File: src/rtl/rsa_pkg.sv
// shared types and constants for the running statistics aggregator
`default_nettype none
package rsa_pkg;

    localparam int SAMPLE_W = 32;
    localparam int AGG_W    = 48;
    localparam int CNT_W    = 16;
    localparam int ACC_W    = 64;
    localparam int PROD_W   = 2 * ACC_W;
    localparam int DVS_W    = 32;
    localparam int ROOT_W   = 64;
    localparam int MODE_W   = 3;
    localparam int STAT_W   = 2;

    localparam int MAX_GROUP_DEF = 65535;
    localparam int FRAC_BITS_DEF = 16;

    localparam logic [MODE_W-1:0] MODE_SUM      = 3'd0;
    localparam logic [MODE_W-1:0] MODE_MIN      = 3'd1;
    localparam logic [MODE_W-1:0] MODE_MAX      = 3'd2;
    localparam logic [MODE_W-1:0] MODE_MEAN     = 3'd3;
    localparam logic [MODE_W-1:0] MODE_STDDEV   = 3'd4;
    localparam logic [MODE_W-1:0] MODE_RCP_SUM  = 3'd5;
    localparam logic [MODE_W-1:0] MODE_RCP_MEAN = 3'd6;
    localparam logic [MODE_W-1:0] MODE_UNDEF    = 3'd7;

    localparam logic [STAT_W-1:0] STAT_OK     = 2'd0;
    localparam logic [STAT_W-1:0] STAT_RCP0   = 2'd1;
    localparam logic [STAT_W-1:0] STAT_ONE    = 2'd2;
    localparam logic [STAT_W-1:0] STAT_SAT    = 2'd3;

    typedef struct packed {
        logic              go;
        logic [ACC_W-1:0]  mcand;
        logic [ACC_W-1:0]  mplier;
        logic [6:0]        steps;
    } t_mul_req;

    typedef struct packed {
        logic              go;
        logic [PROD_W-1:0] dividend;
        logic [DVS_W-1:0]  divisor;
        logic [7:0]        steps;
    } t_div_req;

    typedef struct packed {
        logic              go;
        logic [PROD_W-1:0] radicand;
    } t_sqrt_req;

endpackage
`default_nettype wire

File: src/rtl/rsa_mul.sv
// bit-serial shift-and-add multiplier, multiplier bits msb first
`default_nettype none
module rsa_mul (
    input  wire logic                      i_clk,
    input  wire logic                      i_rst_n,
    input  wire rsa_pkg::t_mul_req         i_req,
    output logic                           o_done,
    output logic [rsa_pkg::PROD_W-1:0]     o_product
);
    import rsa_pkg::*;

    logic              r_busy;
    logic              r_done;
    logic [6:0]        r_cnt;
    logic [ACC_W-1:0]  r_a;
    logic [ACC_W-1:0]  r_b;
    logic [PROD_W-1:0] r_p;
    logic [PROD_W-1:0] n_p;

    always_comb begin
        n_p = {r_p[PROD_W-2:0], 1'b0};
        if (r_b[ACC_W-1]) begin
            n_p = n_p + {{ACC_W{1'b0}}, r_a};
        end
    end

    always_ff @(posedge i_clk) begin
        if (!i_rst_n) begin
            r_busy <= 1'b0;
            r_done <= 1'b0;
            r_cnt  <= '0;
        end else begin
            r_done <= 1'b0;
            if (i_req.go) begin
                r_busy <= 1'b1;
                r_cnt  <= i_req.steps;
                r_a    <= i_req.mcand;
                r_b    <= i_req.mplier;
                r_p    <= '0;
            end else if (r_busy) begin
                r_p   <= n_p;
                r_b   <= {r_b[ACC_W-2:0], 1'b0};
                r_cnt <= r_cnt - 7'd1;
                if (r_cnt == 7'd1) begin
                    r_busy <= 1'b0;
                    r_done <= 1'b1;
                end
            end
        end
    end

    assign o_done    = r_done;
    assign o_product = r_p;
endmodule
`default_nettype wire

File: src/rtl/rsa_div.sv
// bit-serial restoring divider, dividend bits msb first
`default_nettype none
module rsa_div (
    input  wire logic                      i_clk,
    input  wire logic                      i_rst_n,
    input  wire rsa_pkg::t_div_req         i_req,
    output logic                           o_done,
    output logic [rsa_pkg::PROD_W-1:0]     o_quotient
);
    import rsa_pkg::*;

    logic              r_busy;
    logic              r_done;
    logic [7:0]        r_cnt;
    logic [PROD_W-1:0] r_dvd;
    logic [DVS_W-1:0]  r_dvs;
    logic [DVS_W-1:0]  r_rem;
    logic [PROD_W-1:0] r_quo;
    logic [DVS_W:0]    w_rem_sh;
    logic [DVS_W:0]    w_diff;
    logic              w_ge;

    assign w_rem_sh = {r_rem, r_dvd[PROD_W-1]};
    assign w_ge     = (w_rem_sh >= {1'b0, r_dvs});
    assign w_diff   = w_rem_sh - {1'b0, r_dvs};

    always_ff @(posedge i_clk) begin
        if (!i_rst_n) begin
            r_busy <= 1'b0;
            r_done <= 1'b0;
            r_cnt  <= '0;
        end else begin
            r_done <= 1'b0;
            if (i_req.go) begin
                r_busy <= 1'b1;
                r_cnt  <= i_req.steps;
                r_dvd  <= i_req.dividend;
                r_dvs  <= i_req.divisor;
                r_rem  <= '0;
                r_quo  <= '0;
            end else if (r_busy) begin
                r_rem <= w_ge ? w_diff[DVS_W-1:0] : w_rem_sh[DVS_W-1:0];
                r_quo <= {r_quo[PROD_W-2:0], w_ge};
                r_dvd <= {r_dvd[PROD_W-2:0], 1'b0};
                r_cnt <= r_cnt - 8'd1;
                if (r_cnt == 8'd1) begin
                    r_busy <= 1'b0;
                    r_done <= 1'b1;
                end
            end
        end
    end

    assign o_done     = r_done;
    assign o_quotient = r_quo;
endmodule
`default_nettype wire

File: src/rtl/rsa_sqrt.sv
// digit-serial integer square root, two radicand bits per cycle
`default_nettype none
module rsa_sqrt (
    input  wire logic                      i_clk,
    input  wire logic                      i_rst_n,
    input  wire rsa_pkg::t_sqrt_req        i_req,
    output logic                           o_done,
    output logic [rsa_pkg::ROOT_W-1:0]     o_root
);
    import rsa_pkg::*;

    localparam int REM_W = ROOT_W + 2;

    logic              r_busy;
    logic              r_done;
    logic [6:0]        r_cnt;
    logic [PROD_W-1:0] r_rad;
    logic [REM_W-1:0]  r_rem;
    logic [ROOT_W-1:0] r_root;
    logic [REM_W+1:0]  w_rem_sh;
    logic [REM_W+1:0]  w_trial;
    logic [REM_W+1:0]  w_diff;
    logic              w_ge;

    assign w_rem_sh = {r_rem, r_rad[PROD_W-1:PROD_W-2]};
    assign w_trial  = {2'b00, r_root, 2'b01};
    assign w_ge     = (w_rem_sh >= w_trial);
    assign w_diff   = w_rem_sh - w_trial;

    always_ff @(posedge i_clk) begin
        if (!i_rst_n) begin
            r_busy <= 1'b0;
            r_done <= 1'b0;
            r_cnt  <= '0;
        end else begin
            r_done <= 1'b0;
            if (i_req.go) begin
                r_busy <= 1'b1;
                r_cnt  <= 7'(ROOT_W);
                r_rad  <= i_req.radicand;
                r_rem  <= '0;
                r_root <= '0;
            end else if (r_busy) begin
                r_rem  <= w_ge ? w_diff[REM_W-1:0] : w_rem_sh[REM_W-1:0];
                r_root <= {r_root[ROOT_W-2:0], w_ge};
                r_rad  <= {r_rad[PROD_W-3:0], 2'b00};
                r_cnt  <= r_cnt - 7'd1;
                if (r_cnt == 7'd1) begin
                    r_busy <= 1'b0;
                    r_done <= 1'b1;
                end
            end
        end
    end

    assign o_done = r_done;
    assign o_root = r_root;
endmodule
`default_nettype wire

File: src/rtl/running_statistics_aggregator.sv
// top level: sample intake, accumulators, group close sequencer and result register
//
// channel   dir  handshake                   payload
// s_axis    in   s_axis_tvalid/tready        tdata[31:0] sample, tlast group_end
// m_axis    out  m_axis_tvalid/tready        tdata agg[47:0], count[63:48], status[65:64]
// config    in   i_cfg_wr_en                 i_cfg_wr_data mode
//
// one sample at a time: sum, mean, min, max go straight to accumulation, stddev first
// squares the sample (serial multiplier), reciprocal modes first take the reciprocal (serial divider)
// closing a group for stddev runs the multiplier, two divides and the root in turn
// s_axis_tready is low while a sample or a group close is in progress
// a finished result waits in the output register; the next close waits for it to go
// synchronous active-low reset clears mode and all accumulators
`default_nettype none
module running_statistics_aggregator #(
    parameter int MAX_GROUP = rsa_pkg::MAX_GROUP_DEF,
    parameter int FRAC_BITS = rsa_pkg::FRAC_BITS_DEF
) (
    input  wire logic        i_clk,
    input  wire logic        i_rst_n,
    input  wire logic        i_cfg_wr_en,
    input  wire logic [2:0]  i_cfg_wr_data,
    input  wire logic        s_axis_tvalid,
    output logic             s_axis_tready,
    input  wire logic [31:0] s_axis_tdata,   // [31:0] sample
    input  wire logic        s_axis_tlast,
    output logic             m_axis_tvalid,
    input  wire logic        m_axis_tready,
    output logic [71:0]      m_axis_tdata    // [47:0] aggregate, [63:48] item_count, [65:64] status
);
    import rsa_pkg::*;

    localparam logic signed [ACC_W-1:0] S64_MAX = {1'b0, {(ACC_W-1){1'b1}}};
    localparam logic signed [ACC_W-1:0] S64_MIN = {1'b1, {(ACC_W-1){1'b0}}};
    localparam logic [AGG_W-1:0] AGG_MAX = {1'b0, {(AGG_W-1){1'b1}}};
    localparam logic [AGG_W-1:0] AGG_MIN = {1'b1, {(AGG_W-1){1'b0}}};

    typedef enum logic [3:0] {
        S_IDLE, S_SQ_W, S_RCP_W, S_ACC, S_FIN, S_MEAN_W,
        S_SD_MUL_W, S_SD_D1_W, S_SD_D2_W, S_SD_SQ_W, S_CLAMP, S_OUT
    } t_state;

    t_state                  r_state;
    logic [MODE_W-1:0]       r_mode;
    logic [MODE_W-1:0]       r_m;
    logic signed [SAMPLE_W-1:0] r_s;
    logic                    r_close;
    logic signed [ACC_W-1:0] r_sum;
    logic [ACC_W-1:0]        r_sqs;
    logic [ACC_W-1:0]        r_sq;
    logic signed [ACC_W-1:0] r_term;
    logic signed [SAMPLE_W-1:0] r_ext;
    logic [CNT_W-1:0]        r_cnt;
    logic [1:0]              r_err;
    logic signed [ACC_W-1:0] r_val;
    logic                    r_neg;
    logic [AGG_W-1:0]        r_agg;
    logic [STAT_W-1:0]       r_stat;
    logic [AGG_W-1:0]        r_oagg;
    logic [CNT_W-1:0]        r_ocnt;
    logic [STAT_W-1:0]       r_ostat;
    logic                    r_ovalid;
    t_mul_req                r_mul;
    t_div_req                r_div;
    t_sqrt_req               r_sqrt;

    logic                    w_mul_done;
    logic [PROD_W-1:0]       w_prod;
    logic                    w_div_done;
    logic [PROD_W-1:0]       w_quo;
    logic                    w_sqrt_done;
    logic [ROOT_W-1:0]       w_root;

    logic                    w_acc;
    logic signed [SAMPLE_W-1:0] w_s_in;
    logic [CNT_W-1:0]        w_cnt_inc;
    logic [SAMPLE_W-1:0]     w_s_mag;
    logic [ACC_W-1:0]        w_sum_mag;
    logic signed [ACC_W-1:0] w_add;
    logic                    w_ovf;
    logic signed [ACC_W-1:0] w_sum_sat;
    logic [ACC_W-1:0]        w_sqs_add;
    logic                    w_sqs_ovf;
    logic [ACC_W-1:0]        w_diff;
    logic                    w_fits;

    rsa_mul u_mul (
        .i_clk     (i_clk),
        .i_rst_n   (i_rst_n),
        .i_req     (r_mul),
        .o_done    (w_mul_done),
        .o_product (w_prod)
    );

    rsa_div u_div (
        .i_clk      (i_clk),
        .i_rst_n    (i_rst_n),
        .i_req      (r_div),
        .o_done     (w_div_done),
        .o_quotient (w_quo)
    );

    rsa_sqrt u_sqrt (
        .i_clk   (i_clk),
        .i_rst_n (i_rst_n),
        .i_req   (r_sqrt),
        .o_done  (w_sqrt_done),
        .o_root  (w_root)
    );

    assign s_axis_tready = (r_state == S_IDLE);
    assign w_acc         = s_axis_tvalid && s_axis_tready;
    assign w_s_in        = s_axis_tdata;
    assign w_cnt_inc     = r_cnt + CNT_W'(1);
    assign w_s_mag       = r_s[SAMPLE_W-1] ? SAMPLE_W'(-r_s) : r_s;
    assign w_sum_mag     = r_sum[ACC_W-1] ? ACC_W'(-r_sum) : r_sum;

    assign w_add     = r_sum + r_term;
    assign w_ovf     = (r_sum[ACC_W-1] == r_term[ACC_W-1]) && (w_add[ACC_W-1] != r_sum[ACC_W-1]);
    assign w_sum_sat = w_ovf ? (r_term[ACC_W-1] ? S64_MIN : S64_MAX) : w_add;
    assign w_sqs_add = r_sqs + r_sq;
    assign w_sqs_ovf = w_sqs_add[ACC_W-1];

    assign w_diff = ((w_quo[PROD_W-1:ACC_W] != '0) || (w_quo[ACC_W-1:0] > r_sqs)) ?
                    '0 : (r_sqs - w_quo[ACC_W-1:0]);
    assign w_fits = (r_val[ACC_W-1:AGG_W-1] == '0) || (r_val[ACC_W-1:AGG_W-1] == '1);

    always_ff @(posedge i_clk) begin
        if (!i_rst_n) begin
            r_state  <= S_IDLE;
            r_mode   <= MODE_SUM;
            r_sum    <= '0;
            r_sqs    <= '0;
            r_ext    <= '0;
            r_cnt    <= '0;
            r_err    <= '0;
            r_ovalid <= 1'b0;
            r_mul    <= '0;
            r_div    <= '0;
            r_sqrt   <= '0;
        end else begin
            r_mul.go  <= 1'b0;
            r_div.go  <= 1'b0;
            r_sqrt.go <= 1'b0;
            if (i_cfg_wr_en) begin
                r_mode <= i_cfg_wr_data;
            end
            if (r_ovalid && m_axis_tready) begin
                r_ovalid <= 1'b0;
            end
            case (r_state)
                S_IDLE: begin
                    if (w_acc) begin
                        r_s     <= w_s_in;
                        r_m     <= (r_mode == MODE_UNDEF) ? MODE_SUM : r_mode;
                        r_cnt   <= w_cnt_inc;
                        r_close <= s_axis_tlast || (w_cnt_inc >= CNT_W'(MAX_GROUP));
                        r_term  <= ACC_W'(w_s_in);
                        r_state <= S_ACC;
                        if (r_mode == MODE_STDDEV) begin
                            r_state <= S_SQ_W;
                        end else if (r_mode == MODE_RCP_SUM || r_mode == MODE_RCP_MEAN) begin
                            r_state <= S_RCP_W;
                        end
                    end
                end
                S_SQ_W: begin
                    if (!r_mul.go && !w_mul_done && r_mul.steps == '0) begin
                        r_mul.go     <= 1'b1;
                        r_mul.mcand  <= ACC_W'(w_s_mag);
                        r_mul.mplier <= {w_s_mag, {(ACC_W-SAMPLE_W){1'b0}}};
                        r_mul.steps  <= 7'(SAMPLE_W);
                    end else if (w_mul_done) begin
                        r_mul.steps <= '0;
                        r_sq        <= w_prod[ACC_W-1:0] >> FRAC_BITS;
                        r_state     <= S_ACC;
                    end
                end
                S_RCP_W: begin
                    if (r_s == '0) begin
                        r_err[0] <= 1'b1;
                        r_state  <= r_close ? S_FIN : S_IDLE;
                    end else if (!r_div.go && !w_div_done && r_div.steps == '0) begin
                        r_div.go       <= 1'b1;
                        r_div.dividend <= {1'b1, {(PROD_W-1){1'b0}}};
                        r_div.divisor  <= w_s_mag;
                        r_div.steps    <= 8'(2 * FRAC_BITS + 1);
                    end else if (w_div_done) begin
                        r_div.steps <= '0;
                        r_term  <= r_s[SAMPLE_W-1] ? -$signed(w_quo[ACC_W-1:0])
                                                   : $signed(w_quo[ACC_W-1:0]);
                        r_state <= S_ACC;
                    end
                end
                S_ACC: begin
                    case (r_m)
                        MODE_MIN: begin
                            if (r_cnt == CNT_W'(1) || r_s < r_ext) begin
                                r_ext <= r_s;
                            end
                        end
                        MODE_MAX: begin
                            if (r_cnt == CNT_W'(1) || r_s > r_ext) begin
                                r_ext <= r_s;
                            end
                        end
                        default: begin
                            r_sum <= w_sum_sat;
                            if (w_ovf) begin
                                r_err[1] <= 1'b1;
                            end
                            if (r_m == MODE_STDDEV) begin
                                if (w_sqs_ovf) begin
                                    r_sqs    <= S64_MAX;
                                    r_err[1] <= 1'b1;
                                end else begin
                                    r_sqs <= w_sqs_add;
                                end
                            end
                        end
                    endcase
                    r_state <= r_close ? S_FIN : S_IDLE;
                end
                S_FIN: begin
                    r_neg <= r_sum[ACC_W-1];
                    if (r_err[0]) begin
                        r_agg   <= AGG_MAX;
                        r_stat  <= STAT_RCP0;
                        r_state <= S_OUT;
                    end else if (r_m == MODE_STDDEV && r_cnt == CNT_W'(1)) begin
                        r_agg   <= '0;
                        r_stat  <= STAT_ONE;
                        r_state <= S_OUT;
                    end else begin
                        case (r_m)
                            MODE_MIN, MODE_MAX: begin
                                r_val   <= ACC_W'(r_ext);
                                r_state <= S_CLAMP;
                            end
                            MODE_MEAN, MODE_RCP_MEAN: begin
                                r_div.go       <= 1'b1;
                                r_div.dividend <= {w_sum_mag, {ACC_W{1'b0}}};
                                r_div.divisor  <= DVS_W'(r_cnt);
                                r_div.steps    <= 8'(ACC_W);
                                r_state        <= S_MEAN_W;
                            end
                            MODE_STDDEV: begin
                                r_mul.go     <= 1'b1;
                                r_mul.mcand  <= w_sum_mag;
                                r_mul.mplier <= w_sum_mag;
                                r_mul.steps  <= 7'(ACC_W);
                                r_state      <= S_SD_MUL_W;
                            end
                            default: begin
                                r_val   <= r_sum;
                                r_state <= S_CLAMP;
                            end
                        endcase
                    end
                end
                S_MEAN_W: begin
                    if (w_div_done) begin
                        r_div.steps <= '0;
                        r_val   <= r_neg ? -$signed(w_quo[ACC_W-1:0])
                                         : $signed(w_quo[ACC_W-1:0]);
                        r_state <= S_CLAMP;
                    end
                end
                S_SD_MUL_W: begin
                    if (w_mul_done) begin
                        r_mul.steps    <= '0;
                        r_div.go       <= 1'b1;
                        r_div.dividend <= w_prod >> FRAC_BITS;
                        r_div.divisor  <= DVS_W'(r_cnt);
                        r_div.steps    <= 8'(PROD_W);
                        r_state        <= S_SD_D1_W;
                    end
                end
                S_SD_D1_W: begin
                    if (w_div_done) begin
                        r_div.go       <= 1'b1;
                        r_div.dividend <= {w_diff, {ACC_W{1'b0}}};
                        r_div.divisor  <= DVS_W'(r_cnt - CNT_W'(1));
                        r_div.steps    <= 8'(ACC_W);
                        r_state        <= S_SD_D2_W;
                    end
                end
                S_SD_D2_W: begin
                    if (w_div_done) begin
                        r_div.steps     <= '0;
                        r_sqrt.go       <= 1'b1;
                        r_sqrt.radicand <= {{ACC_W{1'b0}}, w_quo[ACC_W-1:0]} << FRAC_BITS;
                        r_state         <= S_SD_SQ_W;
                    end
                end
                S_SD_SQ_W: begin
                    if (w_sqrt_done) begin
                        r_val   <= $signed(w_root);
                        r_state <= S_CLAMP;
                    end
                end
                S_CLAMP: begin
                    if (w_fits) begin
                        r_agg  <= r_val[AGG_W-1:0];
                        r_stat <= r_err[1] ? STAT_SAT : STAT_OK;
                    end else begin
                        r_agg  <= r_val[ACC_W-1] ? AGG_MIN : AGG_MAX;
                        r_stat <= STAT_SAT;
                    end
                    r_state <= S_OUT;
                end
                S_OUT: begin
                    if (!r_ovalid || m_axis_tready) begin
                        r_oagg   <= r_agg;
                        r_ocnt   <= r_cnt;
                        r_ostat  <= r_stat;
                        r_ovalid <= 1'b1;
                        r_sum    <= '0;
                        r_sqs    <= '0;
                        r_ext    <= '0;
                        r_cnt    <= '0;
                        r_err    <= '0;
                        r_state  <= S_IDLE;
                    end
                end
                default: begin
                    r_state <= S_IDLE;
                end
            endcase
        end
    end

    assign m_axis_tvalid = r_ovalid;
    assign m_axis_tdata  = {6'd0, r_ostat, r_ocnt, r_oagg};
endmodule
`default_nettype wire
File: config.mk
export PLATFORM = sky130hd
export DESIGN_NAME = running_statistics_aggregator
export DESIGN_NICKNAME = d
export VERILOG_FILES = /design/src/rtl/rsa_pkg.sv /design/src/rtl/rsa_mul.sv /design/src/rtl/rsa_div.sv /design/src/rtl/rsa_sqrt.sv /design/src/rtl/running_statistics_aggregator.sv
export SDC_FILE = /design/constraint.sdc
export NUM_CORES = 2
export LEC_CHECK = 0
export BUFFER_PORTS_ARGS = -buffer_cell sky130_fd_sc_hd__clkbuf_2
export CORE_MARGIN = 2
export CORE_UTILIZATION = 48
export DETAILED_ROUTE_END_ITERATION = 10
export GPL_ROUTABILITY_DRIVEN = 0
export GPL_TIMING_DRIVEN = 0
export HOLD_SLACK_MARGIN = 0.03
export SYNTH_ARGS = -nofsm -noshare
export SYNTH_HDL_FRONTEND = slang
export SYNTH_SLANG_ARGS = --single-unit
export TNS_END_PERCENT = 50
File: constraint.sdc
create_clock -name i_clk -period 19 [get_ports i_clk]
set_input_delay 2.85 -clock i_clk [delete_from_list [all_inputs] [get_ports i_clk]]
set_output_delay 2.85 -clock i_clk [all_outputs]
set_load 0.01 [all_outputs]
==> results by group <==
Clocking
  – CTS resizes: 0
  – # hold bufs at CTS: 0
  – Htree depth: 4
  – CTS Buf Count: 189
  – Clock Path Buffers: 3
  – TritonCTS sink count: 1730
  – Skew-Pair Late Insertion Delay: 0.87 ns
  – CTS tree: built
  – CTS root buf: clkbuf_16
  – Setup Fix Bufs, Post-CTS: 0
  – Clock Pin Slew Worst Setup and Hold Paths: 0.06 ns

STA
  – RSZ-0062 raised after global routing: no
  – FMAX: 130 MHz
  – Final hold vios: 0
  – Final slew viol count: 23
  – Relative slew slack: -0.0754
  – Hold slack: 0.392 ns
  – Worst slew pin tran: 1.61 ns
  – Final clock skew: approximately 0.041 ns
  – Setup_tns: 0 ns
  – Fin crit share: 0.404
  – Min Clock Period, post-route: 7.67 ns
  – Final setup fails: 0

Power and ir drop
  – Largest vdd supply drop: approximately 74 µV
  – LEAKAGE: just under 40 nW
  – Design Power: 12.0 mW
  – Power Density: about 110 nW/µm²

Die
  – Row count: 161
  – Core Region: between 150000 and 200000 µm²
  – Number of placed I/O pins: 115
  – Area of the die: 198000 µm²
  – Die width: ~450 µm
  – Initial core utilization: 0.484
  – Die Ht: 445 µm

Logic synthesis
  – Synthesized area: 93500 µm²
  – Main synth FF type: edfxtp_1
  – Sequential element share of the synthesized area: 0.493
  – Post-synth EDFFs: 1147
  – Mapped Cells: 9499
  – Synth cell types: 94
  – Synth async-reset ratio: 0
  – Yosys reg bits: around 1700
  – Synth warn: 0
  – Avg Inst Size Synth: around 10 µm²

Status
  – Status: finished with violations
  – Failing checks: capacitance limit, slew limit

Place
  – DPL Wire Length: 265000 µm
  – Port bufs: 107
  – Placed cell area: ~98000 µm²

Global route
  – Largest net degree at the start of global routing: 65
  – Total track usage: 0.334
  – First-pass GRT wire length: 490000 µm
  – Initial antenna violation count: 9
  – GRT overflow: 0
  – Number of global-route vias before repair: 73400

Worst setup path
  – Endpoint class of the critical path: flip-flop
  – Crit path capture: u_div.o_quotient[111]$_SDFFCE_PP0P_
  – Arrival @ worst endpoint: 8.22 ns
  – Register-to-register setup slack: 11.80 ns
  – RR Startpoint: r_sum[0]$_SDFFE_PN0P_
  – Crit. Startpoint: i_rst_n
  – Reg2reg end: r_sum[46]$_SDFFE_PN0P_
  – Reg2Reg Depth: 20
  – Worst Setup Path Type: in2reg
  – Crit path max fanout: 36
  – WP data required: 19.55 ns
  – Crit path launch type: primary input

Layout
  – Layout cell share with drive strength beyond 1: 0.0807
  – Finished Cell Area: 105000 µm²
  – Util after Layout: 0.543
  – Area grow syn2layout: 12.1%
  – Final #Nets: 10300

Detailed routing
  – Vias post-DR: 78700
  – Via-per-instance ratio: 6.27
  – First drt pass iteration count: 9
  – Final antenna-violating net count: 0
  – WL/cell: 27.2 µm
  – Drt initial violations: 9647
  – Residual DRC: 0
  – Final wirelength: 342000 µm

Hold path
  – Hold Crit Class: reg2reg

Run
  – Number of max-cap violations: 5
==> critical path: stages <==
cell	delay (ns)
clkbuf_1	0.98
inv_1	0.58
clkbuf_1	0.46
clkbuf_2	0.41
buf_12	0.27
clkbuf_1	0.61
nor2_4	0.72
buf_16	0.24
buf_12	0.21
buf_12	0.24
buf_12	0.24
buf_12	0.25
==> where the power goes <==
part / total (mW) / internal (mW) / switching (mW)
sequential: 4.92 / 4.58 / 0.339
combinational: 3.24 / 1.05 / 2.19
clock: 3.84 / 2.20 / 1.64
==> cell type report <==
cell class | count | area, µm²
well taps | 2526 | 3160
clock buffers | 265 | 5530
plain buffers | 561 | 2140
flip-flops and latches | 1730 | 46100
clock inverters | 95 | 941
multi-input cells | 6875 | 44100
inverters | 338 | 1270
diodes | 8 | 20.0
fillers | 17300 | 88200
repair buffers | 158 | 1470
==> cells in the final DEF, fill, tap and decap left out, types with 49 or more instances in the layout <==
cell type / instances
a211oi_1: 104
a21o_1: 231
a21oi_1: 998
a221oi_1: 69
a22oi_1: 84
a31oi_1: 58
and3_1: 85
clkbuf_1: 543
clkbuf_16: 204
clkbuf_2: 116
dfxtp_1: 583
edfxtp_1: 1147
ha_1: 380
inv_1: 333
mux2_2: 256
mux2i_1: 145
nand2_1: 956
nand2b_1: 68
nand3_1: 178
nand4_1: 114
nor2_1: 888
nor2b_1: 157
nor3_1: 106
nor4_1: 84
o21a_1: 52
o21ai_0: 471
o21bai_1: 64
o31ai_1: 56
or3_1: 65
or4_1: 49
xnor2_1: 387
xor2_1: 178
==> cell usage after synthesis (all sizes together) (19+ instances only) <==
| library cell | number | area (µm²) |
|---|---|---|
| a211oi | 104 | 781 |
| a2111oi | 27 | 236 |
| a21boi | 24 | 180 |
| o221ai | 46 | 409 |
| nor2 | 895 | 3360 |
| nor4 | 86 | 553 |
| xor2 | 178 | 1560 |
| a311oi | 33 | 289 |
| xnor2 | 387 | 3390 |
| nand4 | 114 | 713 |
| o21a | 52 | 390 |
| inv | 333 | 1250 |
| ha | 380 | 4750 |
| mux2i | 145 | 1450 |
| and3 | 85 | 532 |
| o41ai | 19 | 166 |
| o22ai | 26 | 163 |
| mux2 | 256 | 2880 |
| and2 | 50 | 313 |
| o211a | 25 | 250 |
| or2 | 30 | 190 |
| and4 | 27 | 236 |
| o211ai | 24 | 180 |
| a21oi | 1000 | 5000 |
| a221oi | 69 | 604 |
| dfxtp | 583 | 11700 |
| o21ai | 492 | 2460 |
| a22oi | 84 | 631 |
| nor3b | 24 | 180 |
| edfxtp | 1147 | 34400 |
| buf | 50 | 210 |
| nand2 | 956 | 3590 |
| a21o | 231 | 1730 |
| nor3 | 111 | 561 |
| nor2b | 157 | 982 |
| clkbuf | 511 | 1920 |
| nand2b | 69 | 439 |
| nand3 | 178 | 891 |
| or3 | 67 | 429 |
| o21bai | 64 | 480 |
| or4 | 51 | 390 |
| o31ai | 57 | 428 |
| a31oi | 58 | 363 |
==> registers in the layout, summed over array words and instances (netlist names), 16 cells and up <==
register          flops
r_mul               136
r_cnt                16
u_sqrt.r_rad        112
r_agg                48
r_sqs                63
u_div.r_dvs          32
r_sq                 48
u_sqrt.r_rem         66
r_sum                64
r_s                  32
r_term               64
r_ext                32
u_div.r_dvd         128
u_div.o_quotient    128
r_sqrt               65
r_ocnt               16
r_div               169
u_sqrt.o_root        64
u_mul.r_b            64
r_oagg               48
u_mul.r_a            64
r_val                64
u_mul.o_product     128
u_div.r_rem          32
==> kinds of logic (layout without fill, tap and decap cells) <==
family / count (synthesis) / after routing / synth area share
multiplexers: 401 / 401 / 0.0464
other: 1 / 14 / 0.0000401
AND/OR/NAND/NOR: 2944 / 2944 / 0.147
flip-flops: 1730 / 1730 / 0.493
XOR/XNOR: 565 / 565 / 0.0529
adder cells (fa/ha/maj): 386 / 386 / 0.0522
AO/OA/AOI/OAI: 2573 / 2573 / 0.172
buffers and inverters: 899 / 1417 / 0.0363
==> metal layers <==
metal | vias up | track usage | wire length, µm
met1 | 38000 | 0.436 | 134000
met2 | 4237 | 0.515 | 149000
li1 | 35500 | - | -
met5 | - | 0 | 41
met4 | 6 | 0.205 | 25000
met3 | 930 | 0.0617 | 32800
==> through the flow <==
step	std cells	worst slack, ns
6_report	12600	11.33
5_1_grt	12500	11.30
4_1_cts	12500	11.45
3_5_place_dp	12200	10.53
3_3_place_gp	12100	-8.00
2_1_floorplan	9504	2.25
==> worst min-delay path by stage <==
stage	endpoint	startpoint	cells past startpoint	slack (ns)
3_5_place_dp	r_oagg[46]$_DFFE_PP_	r_agg[46]$_DFFE_PP_	0	0.40
2_1_floorplan	r_oagg[0]$_DFFE_PP_	r_agg[0]$_DFFE_PP_	0	0.40
5_1_grt	r_oagg[26]$_DFFE_PP_	r_agg[26]$_DFFE_PP_	0	0.40
4_1_cts	r_oagg[26]$_DFFE_PP_	r_agg[26]$_DFFE_PP_	0	0.40
6_report	r_oagg[30]$_DFFE_PP_	r_agg[30]$_DFFE_PP_	0	0.39
3_3_place_gp	r_oagg[13]$_DFFE_PP_	r_agg[13]$_DFFE_PP_	0	0.40
Power figures use the tool's default switching activity.
